## src/rtl/mad_ram.sv

```systemverilog
// Generic single-write, single-read RAM with registered read data.
module mad_ram #(
   parameter int WIDTH = 16,
   parameter int DEPTH = 256
) (
   input  logic                     clock,
   input  logic                     wr_en,
   input  logic [$clog2(DEPTH)-1:0] wr_addr,
   input  logic [WIDTH-1:0]         wr_data,
   input  logic [$clog2(DEPTH)-1:0] rd_addr,
   output logic [WIDTH-1:0]         rd_data
);

   logic [WIDTH-1:0] mem_ff [DEPTH];
   logic [WIDTH-1:0] rd_data_ff;

   // Write port
   always_ff @(posedge clock) begin
      if (wr_en) begin
         mem_ff[wr_addr] <= wr_data;
      end
   end

   // Registered read port, read before write
   always_ff @(posedge clock) begin
      rd_data_ff <= mem_ff[rd_addr];
   end

   assign rd_data = rd_data_ff;

endmodule

```

## config.mk

```make
export PLATFORM = sky130hd
export DESIGN_NAME = mad_ram
export DESIGN_NICKNAME = d
export VERILOG_FILES = /design/src/rtl/mad_ram.sv
export SDC_FILE = /design/constraint.sdc
export NUM_CORES = 2
export LEC_CHECK = 0
export BUFFER_PORTS_ARGS = -buffer_cell sky130_fd_sc_hd__buf_2
export CAP_MARGIN = 20
export CORE_MARGIN = 3
export CORE_UTILIZATION = 40
export DETAILED_ROUTE_END_ITERATION = 7
export PLACE_DENSITY_LB_ADDON = 0.3
export SLEW_MARGIN = 25
export SYNTH_ARGS = -nofsm -noshare
export SYNTH_HDL_FRONTEND = slang
export SYNTH_SLANG_ARGS = --single-unit
```

## constraint.sdc

```tcl
create_clock -name clock -period 3.5 [get_ports clock]
set_input_delay 0.525 -clock clock [delete_from_list [all_inputs] [get_ports clock]]
set_output_delay 0.525 -clock clock [all_outputs]
set_load 0.01 [all_outputs]
```

==> impl_metrics.toml <==
[logic_synthesis]
syn_avg_cell_area_sq_um = 21.6
ys.flop_type = "edfxtp_1"
synth_edf_count = 4096
yosysWarnings = 0
synth-seq-cells = 4112
syn_nets = 7394
async_flop_share_pct = 0
synth_area_leaders = "edfxtp_1 77%, mux4_2 11%, mux2i_1 3.6%, o221ai_1 1.4%, nor2_1 0.72%"
synth_commonest_cells = "4096 x edfxtp_1, 797 x mux4_2, 565 x mux2i_1, 304 x nor2_1, 252 x o221ai_1"
netlist_instances = 7360
syn-cell-area_sq_um = 159000
synth_most_common_cell = "edfxtp_1"
yosys.area.top_type = "edfxtp_1"
synth_seq_area_share_pct = 77.7
synth_top_area_share_pct = 77.5
synth_cell_type_count = 52

[clock_network]
ctsResizeCount = 0
cts_max_level = 5
clk_latency_ps = 970
post_cts_buffers = 0
clk_pin_slew_ps = 60
cts_root_buf = "clkbuf_16"
cts_tree = "done"
cts_buffer_depth = 4
cts.sink_count = 4112
cts_buffers = 408

[job]
drv_cap = 0

[hold_path]
min_to = "mem_ff[110][2]$_DFFE_PP_"
min_path_cells = 1
hold_class = "primary input to register"
min_from = "wr_data[2]"

[die]
die_w_um = 636
start_util_pct = 40.3
boundaryPins = 50
core-area_sq_um = 394000
die_y_um = 636
dieArea_sq_um = 404000
row_count = 230

[setup_path]
criticalPathCategory = "register to register"
reg2reg_slack_ps = 360
reg2regPathDepth = 7
crit_path_start_kind = "register"
arrival_ps = 4010
crit_fanout = 1
critPathCaptureType = "register"
rr_endpoint = "rd_data[2]$_DFF_P_"
crit_required_ps = 4370
crit-reg2reg-launch = "mem_ff[11][2]$_DFFE_PP_"

[global_route]
grt_pass1_vias = 79835
track_usage_pct = 21.0
grt_max_degree = 125
antenna_found_initial = 24
grt_pass1_wl_um = 613000
overflow = 0

[timing]
fmaxAchievable_mhz = 318
post-route-min-period_ps = 3140
finalCritPeriodShare_pct = 89.7
fin_ws_ps = 359
rsz0062_at_grt = "no"
final_max_slew_viol_count = 0
finClkSkew_ps = 83.7
finalHoldViolations = 0
relSlewSlack_pct = 14.2
tightest_slew_ps = 1290
setup_violations = 0

[route]
viasPerCell = 5.85
wl_per_cell_um = 31.4
drc = 0
ant_nets = 0
dr.first_iter.drc_count = 10386
vias = 80280
wl_um = 431000
drtPass1Iterations = 6

[run_status]
outcome = "complete, no violations"

[finish]
area_growth_pct = 15.9
multi_input_area_sq_um = 33000
n_fill_cell = 32268
finalInstanceArea_sq_um = 184000
fin_cells = 13723
layout-drive-gt1-share_pct = 28.2
final_util_pct = 46.7
nets = 8173
seq_area_sq_um = 123000

[power_and_ir_drop]
power_frac_clock_pct = 41.7
power.switching_mw = 22.3
vdd.ir_drop.worst_mv = 0.431
total_power_mw = 103
pwr-share-comb_pct = 5.4
p_int_mw = 80.4
leakagePower_nw = 58.7
pwr-share-seq_pct = 53.0
cellPowerDensity_nw_per_um2 = 559
switching_share_pct = 21.7

[placement]
placed_cells_incl_taps = 12941
gp_congestion = 0.893
post-place-ws_ps = -500
port_buffers = 49
place_area_sq_um = 171000
place_hpwl_um = 268000
-- how the worst max path moves through the flow --
stage                            startpoint                       end  slack (ps)  depth (start not counted)
floorplan                        wr_addr[3]  mem_ff[235][0]$_DFFE_PP_         810                          6
global placement                 rd_addr[0]        rd_data[2]$_DFF_P_        -490                         10
detailed placement               rd_addr[0]        rd_data[2]$_DFF_P_        -500                         10
CTS                 mem_ff[11][2]$_DFFE_PP_        rd_data[2]$_DFF_P_         410                          7
global route         mem_ff[2][2]$_DFFE_PP_        rd_data[2]$_DFF_P_         440                          7
finish              mem_ff[11][2]$_DFFE_PP_        rd_data[2]$_DFF_P_         360                          7
-- registers in the layout, summed over array words and instances (netlist names) --
signal,flops
mem_ff,4096
rd_data,16
-- what timing repair did --
| action | CTS | global route |
|---|---|---|
| setup endpoints to repair | 0 | 0 |
| hold buffers | 4 | 2 |
| endpoints found under the hold margin | 145 | 15 |
-- placed cells by master, fill, tap and decap left out, types with 9 or more instances in the layout --
master and n:
nand3_1 26, mux4_2 797, nor4_1 17, a221oi_1 28
mux2i_1 565, nor2_2 97, o21ai_0 35, a22oi_1 43
bufinv_16 31, a211oi_1 18, clkinv_2 74, o32ai_1 20
nor2b_1 9, nand3_2 9, o221ai_1 252, buf_4 642
nor3_1 90, clkinv_16 11, dfxtp_1 16, a22o_1 32
o22ai_1 148, nor2_1 206, clkbuf_16 411, o31ai_1 15
a21oi_1 175, diode_2 13, edfxtp_1 4096, buf_2 28
buf_8 17, clkbuf_1 87, clkinv_1 110, nand2_1 38
and3_1 11, nand4_1 26, mux2_2 88, buf_12 124
-- per-layer routing --
layer	wire length, um	GRT usage, %	up-vias
met5	113	0	-
met4	16900	7.47	8
met3	35800	3.89	708
met2	205000	33.5	3565
met1	173000	29.1	43111
li1	-	-	32888
-- power groups by stage --
stage / clock network (mW) / registers [mW] / logic, mW
final: 42.8 / 54.4 / 5.50
after global routing: 45.5 / 54.4 / 5.76
after CTS: 43.5 / 54.4 / 5.52
after detailed placement: 0 / 55.4 / 5.51
after global placement: 0 / 55.4 / 5.41
after floorplan: 0 / 55.4 / 2.68
-- cell families after synthesis --
group	Yosys count	share of synthesized area (%)
AOI/OAI and AO/OA	786	3.54
buffers and inverters	456	1.69
DFF	4112	77.7
muxes	1450	15.5
and+or+nand+nor	556	1.57
-- worst max-delay path, cell delays in order (launching register included) --
cell and delay [ps]:
edfxtp_1 350, mux4_2 470, mux2_2 290, a22oi_1 440, nand2_1 310, o32ai_1 840, buf_4 280, nor4_1 60
-- through the flow --
step,hold WS (ps),TNS [ps]
2_1_floorplan,624,0
3_3_place_gp,937,-3170
3_5_place_dp,946,-2460
4_1_cts,18.1,0
5_1_grt,58.6,0
6_report,60.4,0
-- area by class of cell --
type,instances,share of cell area [%]
flip-flops and latches,4112,67.1
multi-input cells,2792,18.0
clock buffers,504,5.82
repair buffers,821,4.26
well taps,5220,3.55
clock inverters,257,1.31
diodes,13,0.0177
inverters,4,0.0150
(Power assumes the default switching activity.)
