`src/rtl/mad_div.sv`:
```
// Bit-serial restoring divider: unsigned dividend by unsigned divisor, one quotient bit a cycle.
module mad_div #(
   parameter int SUM_W = 25,
   parameter int DIV_W = 9
) (
   input  logic             clock,
   input  logic             reset,
   input  logic             start,
   input  logic [SUM_W-1:0] dividend,
   input  logic [DIV_W-1:0] divisor,
   output logic             busy,
   output logic [SUM_W-1:0] quotient
);

   localparam int CNT_W = $clog2(SUM_W + 1);

   logic             busy_ff, busy_in;
   logic [CNT_W-1:0] cnt_ff, cnt_in;
   logic [DIV_W:0]   rem_ff, rem_in;
   logic [SUM_W-1:0] quo_ff, quo_in;
   logic [DIV_W-1:0] dvs_ff, dvs_in;

   logic [DIV_W:0]   rem_shift;
   logic             fits;

   // One restoring step: shift in the next dividend bit, subtract if it fits
   always_comb begin
      rem_shift = {rem_ff[DIV_W-1:0], quo_ff[SUM_W-1]};
      fits      = rem_shift >= {1'b0, dvs_ff};
   end

   // Next values of the shift registers
   always_comb begin
      busy_in = busy_ff;
      cnt_in  = cnt_ff;
      rem_in  = rem_ff;
      quo_in  = quo_ff;
      dvs_in  = dvs_ff;
      if (start) begin
         busy_in = 1'b1;
         cnt_in  = CNT_W'(SUM_W);
         rem_in  = '0;
         quo_in  = dividend;
         dvs_in  = divisor;
      end else if (busy_ff) begin
         rem_in  = fits ? (rem_shift - {1'b0, dvs_ff}) : rem_shift;
         quo_in  = {quo_ff[SUM_W-2:0], fits};
         cnt_in  = cnt_ff - CNT_W'(1);
         busy_in = (cnt_ff != CNT_W'(1));
      end
   end

   // Control registers
   always_ff @(posedge clock) begin
      if (reset) begin
         busy_ff <= 1'b0;
         cnt_ff  <= '0;
      end else begin
         busy_ff <= busy_in;
         cnt_ff  <= cnt_in;
      end
   end

   // Datapath registers
   always_ff @(posedge clock) begin
      rem_ff <= rem_in;
      quo_ff <= quo_in;
      dvs_ff <= dvs_in;
   end

   assign busy     = busy_ff;
   assign quotient = quo_ff;

   // A new division never starts on top of a running one
   a_start_idle: assert property (@(posedge clock) disable iff (reset)
      start |-> !busy_ff)
      else $error("divider started while busy");

   // The step counter is zero exactly when idle
   a_cnt_busy: assert property (@(posedge clock) disable iff (reset)
      busy_ff == (cnt_ff != '0))
      else $error("divider counter out of step with busy");

   // Remainder stays below the divisor while stepping
   a_rem_range: assert property (@(posedge clock) disable iff (reset)
      busy_ff && !$past(start) |-> rem_ff < {1'b0, dvs_ff})
      else $error("divider remainder out of range");

endmodule

```
`config.mk`:
```
export PLATFORM = sky130hd
export DESIGN_NAME = mad_div
export DESIGN_NICKNAME = d
export VERILOG_FILES = /design/src/rtl/mad_div.sv
export SDC_FILE = /design/constraint.sdc
export NUM_CORES = 1
export LEC_CHECK = 0
export BUFFER_PORTS_ARGS = -buffer_cell sky130_fd_sc_hd__buf_2
export CAP_MARGIN = 20
export CORE_MARGIN = 4
export CORE_UTILIZATION = 48
export CTS_CLUSTER_SIZE = 25
export DETAILED_ROUTE_END_ITERATION = 12
export MAX_ROUTING_LAYER = met4
export PLACE_DENSITY = 0.76
export RECOVER_POWER = 50
export SLEW_MARGIN = 10
export SYNTH_ARGS = -nofsm -noshare
export SYNTH_HDL_FRONTEND = slang
export SYNTH_SLANG_ARGS = --single-unit
export TNS_END_PERCENT = 5
```
`constraint.sdc`:
```
create_clock -name clock -period 2.1 [get_ports clock]
set_input_delay 0.21 -clock clock [delete_from_list [all_inputs] [get_ports clock]]
set_output_delay 0.21 -clock clock [all_outputs]
set_load 0.01 [all_outputs]
```
==> flow_summary.ini, run 1 <==
[job]
max-cap-violations = 0

[synthesis]
synthTopCellsByArea = edfxtp_1 41%, dfxtp_1 12%, mux2_2 12%
synthFlopType = edfxtp_1
yosysMostFrequentCell = edfxtp_1
synthTopCellsByCount = 34 x edfxtp_1, 26 x mux2_2, 20 x nor2_1
syn_avg_cell_area_um2 = 12.2
synthDistinctLibCells = 43
ys_ff_latch = 49
synth_top_area_share_pct = 40.9
yosysSeqAreaShare_pct = 53.0
syn_nets = 254
ys_warn_count = 0
async_reset_ff_share_pct = 0
synth.largest_area_cell = edfxtp_1
syn_inst = 205
synth_edf_count = 34
synth_area_um2 = 2490

[power]
powerDensity_nw_per_um2 = 784
power.switching_mw = 0.737
p_comb_share_pct = 26.4
swShare_pct = 30.0
p_int_mw = 1.72
ir_worst_vdd_mv = 0.460
clockPowerShare_pct = 24.6
seq_power_share_pct = 49.0
p_leak_nw = 1.30
p_total_mw = 2.45

[sta]
fin_skew_ns = 0.00795
finalMaxSlewViolations = 0
period_minus_slack_ns = 2.21
setup_viol = 9
fmax_mhz = 453
fin_ws_ns = -0.109
setup_tns_ns = -0.676
tightest_slew_ns = 1.03
rsz0062_at_grt = yes
hold_violations = 0
finalCritPeriodShare_pct = 105
relSlewSlack_pct = 31.4

[status]
outcome = complete, but fails checks
violations = negative setup slack

[floorplanning]
dieArea_um2 = 6420
row_count = 25
die-height_um = 80.1
io_pins = 63
initial_core_util_pct = 51.1
core_area_um2 = 4880
fp.dieW_um = 80.1

[grt]
grt_max_degree = 26
grt_pass1_wl_um = 8470
gr-usage-all-layers_pct = 17.7
grt_pass1_vias = 1787
grt_antenna_before_repair = 0
grt_overflow_total = 0

[detailed_routing]
firstDrtPassIters = 4
drtIter0Drc = 79
via_count = 1815
drt_wl_total_um = 5150
wl_per_cell_um = 14.7
detail-route-antenna-nets = 0
via_per_inst = 5.17
drc_errors = 0

[clock_tree]
clkSlewWorstSetupHoldPaths_ns = 0.10
numCtsBuffers = 5
cts_tree = yes
clk_path_buf_depth = 2
cts-root-buf = clkbuf_8
insertion_delay_ns = 0.31
htreeDepth = 2
hold_buffers = 0
clock_sinks = 49

[layout]
fin_nets = 332
stdcell_area_um2 = 3130
drive_gt1_share_pct = 44.7
syn_to_final_growth_pct = 25.5
diodes = 0
fill_cells = 413

[placement]
io_buffers = 62
post-dp-hpwl_um = 3860
dpl_cell_area_um2 = 2990
place.gp.congestion = 0.810

[setup_path]
cp-start-kind = register
arrival_ns = 2.44
crit_top_cell = inv_2
cp_top_family = compound AO/OA/AOI/OAI gates
slowest_stage = edfxtp_1
worstPathCellList = inv_2 > ha_4 > inv_2 > fa_2 > a21o_1 > a31oi_2 > o221a_1 > buf_6 > nand2_1 > a311oi_2
worst-path-buf-inv = 3
critPathMaxFanout = 5
endpoint_kind = register
cp_slowest_stage_delay_ns = 0.41
crit_type = reg2reg
critPathRequiredTime_ns = 2.33

[min_path]
hp-class = in2reg
layout by cell type (no fill, tap or decap), types with 3 or more instances in the layout:
cell type  count
nor2_1        20
nand2_1       15
edfxtp_1      34
a311oi_2       4
dfxtp_1       15
nor3_1         3
a21oi_1        6
buf_4         16
clkbuf_8       5
inv_1         12
a311oi_1       3
buf_2         53
xor2_1         6
mux2_2        26
clkbuf_1      10
ha_1          10
cells by family (layout without fill, tap and decap cells):
| logic type | after synthesis | count (layout) | synth area share (%) |
|---|---|---|---|
| AOI/OAI and AO/OA | 30 | 30 | 10.0 |
| xor gates and xnor gates | 8 | 8 | 2.81 |
| adders and majority gates | 12 | 12 | 6.32 |
| buffers and inverters | 24 | 103 | 3.96 |
| DFF | 49 | 49 | 53.0 |
| muxes | 29 | 29 | 13.1 |
| and+or+nand+nor | 53 | 53 | 10.8 |
through the flow:
step	util, %	hold WS [ns]	std cells	setup WS (ns)
finish	64.2	0.0672	351	-0.109
detailed placement	61.3	0.388	342	-0.191
CTS	63.8	0.0551	350	-0.147
global placement	61.3	0.387	342	-0.102
floorplan	-	0.282	205	-0.217
global route	64.2	0.0458	351	-0.247
final cells by class:
class                   count  area [um^2]  area share (%)
clock buffers               5         68.8            2.20
inverters                  14         52.6            1.68
clock inverters             3         28.8           0.919
multi-input cells         132         1130            36.1
repair buffers             81          445            14.2
flip-flops and latches     49         1320            42.2
well taps                  67         83.8            2.68
path summary, 6_finish.rpt:
kind / slack (ns) / endpoint / depth (start not counted) / startpoint
setup / recovery: -0.11 / rem_ff[8]$_SDFFE_PP0P_ / 10 / quotient[24]$_DFFE_PP_
hold / removal: 0.07 / dvs_ff[3]$_DFFE_PP_ / 1 / divisor[3]
setup reg to reg: -0.11 / rem_ff[8]$_SDFFE_PP0P_ / 10 / quotient[24]$_DFFE_PP_
hold reg to reg: 0.52 / rem_ff[5]$_SDFFE_PP0P_ / 2 / rem_ff[4]$_SDFFE_PP0P_
sequential cells by signal, indices dropped and copies added (netlist names):
name / count
quotient: 25
dvs_ff: 9
rem_ff: 9
cnt_ff: 5
busy: 1
layer usage:
layer  vias up  global-route usage [%]  part of all wire (%)
met1       849                    22.8                    43
li1        907                       -                     -
met4         0                    7.60                   2.0
met3         9                    4.04                   5.0
met2        50                    27.0                    50
met5         -                       -                     0
timing repair:
action	4_1_cts	5_1_grt
resized for setup	5	5
pin swaps	6	1
endpoints found under the setup margin	10	10
buffers inserted	0	1
power by group through the flow:
stage                     clock (mW)  sequential (mW)  combinational (mW)
after floorplan                    0             1.24               0.375
after global placement             0             1.22               0.608
after detailed placement           0             1.22               0.621
after CTS                      0.625             1.20               0.637
after global routing           0.666             1.21               0.717
final                          0.603             1.20               0.647
worst reg2reg max path, stage by stage, from the launching register on:
cell and delay [ns]:
edfxtp_1 0.41, inv_2 0.09, ha_4 0.12, inv_2 0.03
fa_2 0.33, a21o_1 0.20, a31oi_2 0.18, o221a_1 0.29
buf_6 0.15, nand2_1 0.07, a311oi_2 0.25
No activity file was read; power rests on OpenSTA's default activity.
==> run 2: changes to the inputs <==
REMOVE_ABC_BUFFERS = 1   (was unset)
==> run 2 against run 1 <==
Effect of this change:
- the flow still finishes with violations (negative setup slack)
- die area stayed put
- worst setup slack got worse by 0.060 ns
- worst hold slack better by 0.0053 ns
- global-route usage is 0.66 points lower
- final cell count is the same
- sequential power about the same
- sequential cell count unchanged
- non-clock buffer count is the same
- total power is 2.1% lower
- first-iteration DRC count down 29%
- core utilization fell by 0.64 points
- largest cell class unchanged
==> flow_summary.ini, run 2 (synthesis results as in run 1) <==
[placement]
post-dp-hpwl_um = 3640
dpl_cell_area_um2 = 2980
place.gp.congestion = 0.886
io_buffers = 62

[grt]
gr-usage-all-layers_pct = 17.1
grt_antenna_before_repair = 0
grt_max_degree = 26
grt_pass1_vias = 1809
grt_pass1_wl_um = 8230
grt_overflow_total = 0

[setup_path]
worst-path-buf-inv = 4
cp-start-kind = register
critPathRequiredTime_ns = 2.31
r2r_slack_ns = -0.17
slowest_stage = edfxtp_1
critPathMaxFanout = 3
cp_top_family = compound AO/OA/AOI/OAI gates
endpoint_kind = register
crit_type = reg2reg
ff2ff_path_depth = 11
r2r-start = quotient[24]$_DFFE_PP_
crit_top_cell = buf_4
cp_slowest_stage_delay_ns = 0.43
r2r_end = rem_ff[6]$_SDFFE_PP0P_
arrival_ns = 2.48
worstPathCellList = inv_2 > ha_1 > inv_1 > fa_2 > a21o_1 > buf_4 > a221oi_2 > buf_4 > xnor2_1 > nand2_1 > a311oi_1

[layout]
final_cell_mix = 55 x buf_2, 34 x edfxtp_1, 25 x mux2_2, 20 x nor2_1, 16 x buf_4
fin_util_pct = 63.5
fin_nets = 332
mostFrequentLayoutCell = buf_2
diodes = 0
drive_gt1_share_pct = 43.3
stdcell_area_um2 = 3100
syn_to_final_growth_pct = 24.2
fill_cells = 408
largest_register_ffs = 25

[sta]
fin_ws_ns = -0.169
fmax_mhz = 441
fin_skew_ns = 0.00813
period_minus_slack_ns = 2.27
relSlewSlack_pct = 44.4
finalMaxSlewViolations = 0
setup_tns_ns = -1.34
hold_violations = 0
setup_viol = 10
tightest_slew_ns = 0.833
whs_ns = 0.0726
finalCritPeriodShare_pct = 108
rsz0062_at_grt = yes

[clock_tree]
htreeDepth = 2
hold_buffers = 0
cts_tree = yes
cts-root-buf = clkbuf_8
numCtsBuffers = 5
clock_sinks = 49
clkSlewWorstSetupHoldPaths_ns = 0.09
insertion_delay_ns = 0.30
clk_path_buf_depth = 2

[status]
outcome = complete, but fails checks
violations = negative setup slack

[floorplanning]
core_area_um2 = 4880
row_count = 25
fp.dieW_um = 80.1
dieArea_um2 = 6420
die-height_um = 80.1
initial_core_util_pct = 51.1
io_pins = 63

[detailed_routing]
drt_wl_total_um = 5100
drc_errors = 0
via_count = 1877
wl_per_cell_um = 14.5
drtIter0Drc = 56
firstDrtPassIters = 4
detail-route-antenna-nets = 0
via_per_inst = 5.35

[power]
p_leak_nw = 1.30
ir_worst_vdd_mv = 0.449
p_total_mw = 2.40
powerDensity_nw_per_um2 = 774

[min_path]
hold_start = divisor[6]
holdPathStages = 1
hp-class = in2reg
hold_path_end = dvs_ff[6]$_DFFE_PP_

[job]
max-cap-violations = 0
[run 2: cell type report]
cell class                 instances  area (um^2)  area share (%)
sequential                        49         1320            42.6
multi-input combinational        132         1110            35.9
clock inverter                     2         16.3           0.525
tap                               67         83.8            2.70
clock buffer                       6         72.6            2.34
timing repair buffer              81          440            14.2
inverter                          14         52.6            1.70
[run 2: how the worst max path moves through the flow]
stage                            from                      to  slack, ns  cells after the start
3_5_place_dp   quotient[24]$_DFFE_PP_  rem_ff[6]$_SDFFE_PP0P_      -0.21                     11
3_3_place_gp   quotient[24]$_DFFE_PP_   quotient[0]$_DFFE_PP_      -0.10                      9
2_1_floorplan  quotient[24]$_DFFE_PP_  rem_ff[0]$_SDFFE_PP0P_      -0.36                      9
5_1_grt        quotient[24]$_DFFE_PP_  rem_ff[0]$_SDFFE_PP0P_      -0.27                      9
4_1_cts        quotient[24]$_DFFE_PP_  rem_ff[0]$_SDFFE_PP0P_      -0.15                      9
6_report       quotient[24]$_DFFE_PP_  rem_ff[6]$_SDFFE_PP0P_      -0.17                     11
[run 2: per-layer routing]
layer	global-route usage (%)	part of all wire, %	up-vias
met5	-	0	-
met4	6.08	1.3	0
met3	3.92	6.6	8
met2	28.0	49	68
met1	20.7	43	889
li1	-	-	912
[run 2: repair_timing]
item / in CTS / in global routing
pin swaps: 5 / 2
setup endpoints to repair: 10 / 10
gates cloned: 0 / 0
buffers inserted: 1 / 0
resized for setup: 5 / 5
[run 2: worst register-to-register path, delay by kind of cell, from the launching register on]
family                     cells  cell delay, ns
and+or+nand+nor                1            0.08
buffers and inverters          4            0.44
xor gates and xnor gates       1            0.11
AOI/OAI and AO/OA              3            0.64
DFF                            1            0.43
adders and majority gates      2            0.48
[run 2: stage by stage]
stage / worst slack, ns / std cells
floorplan: -0.360 / 195
global placement: -0.101 / 342
detailed placement: -0.212 / 342
CTS: -0.155 / 351
global route: -0.270 / 351
finish: -0.169 / 351
[run 2: power by group]
part	internal, mW	switching, mW	leakage (nW)
combinational	0.316	0.332	0.790
clock	0.237	0.318	0.0414
sequential	1.14	0.0536	0.464
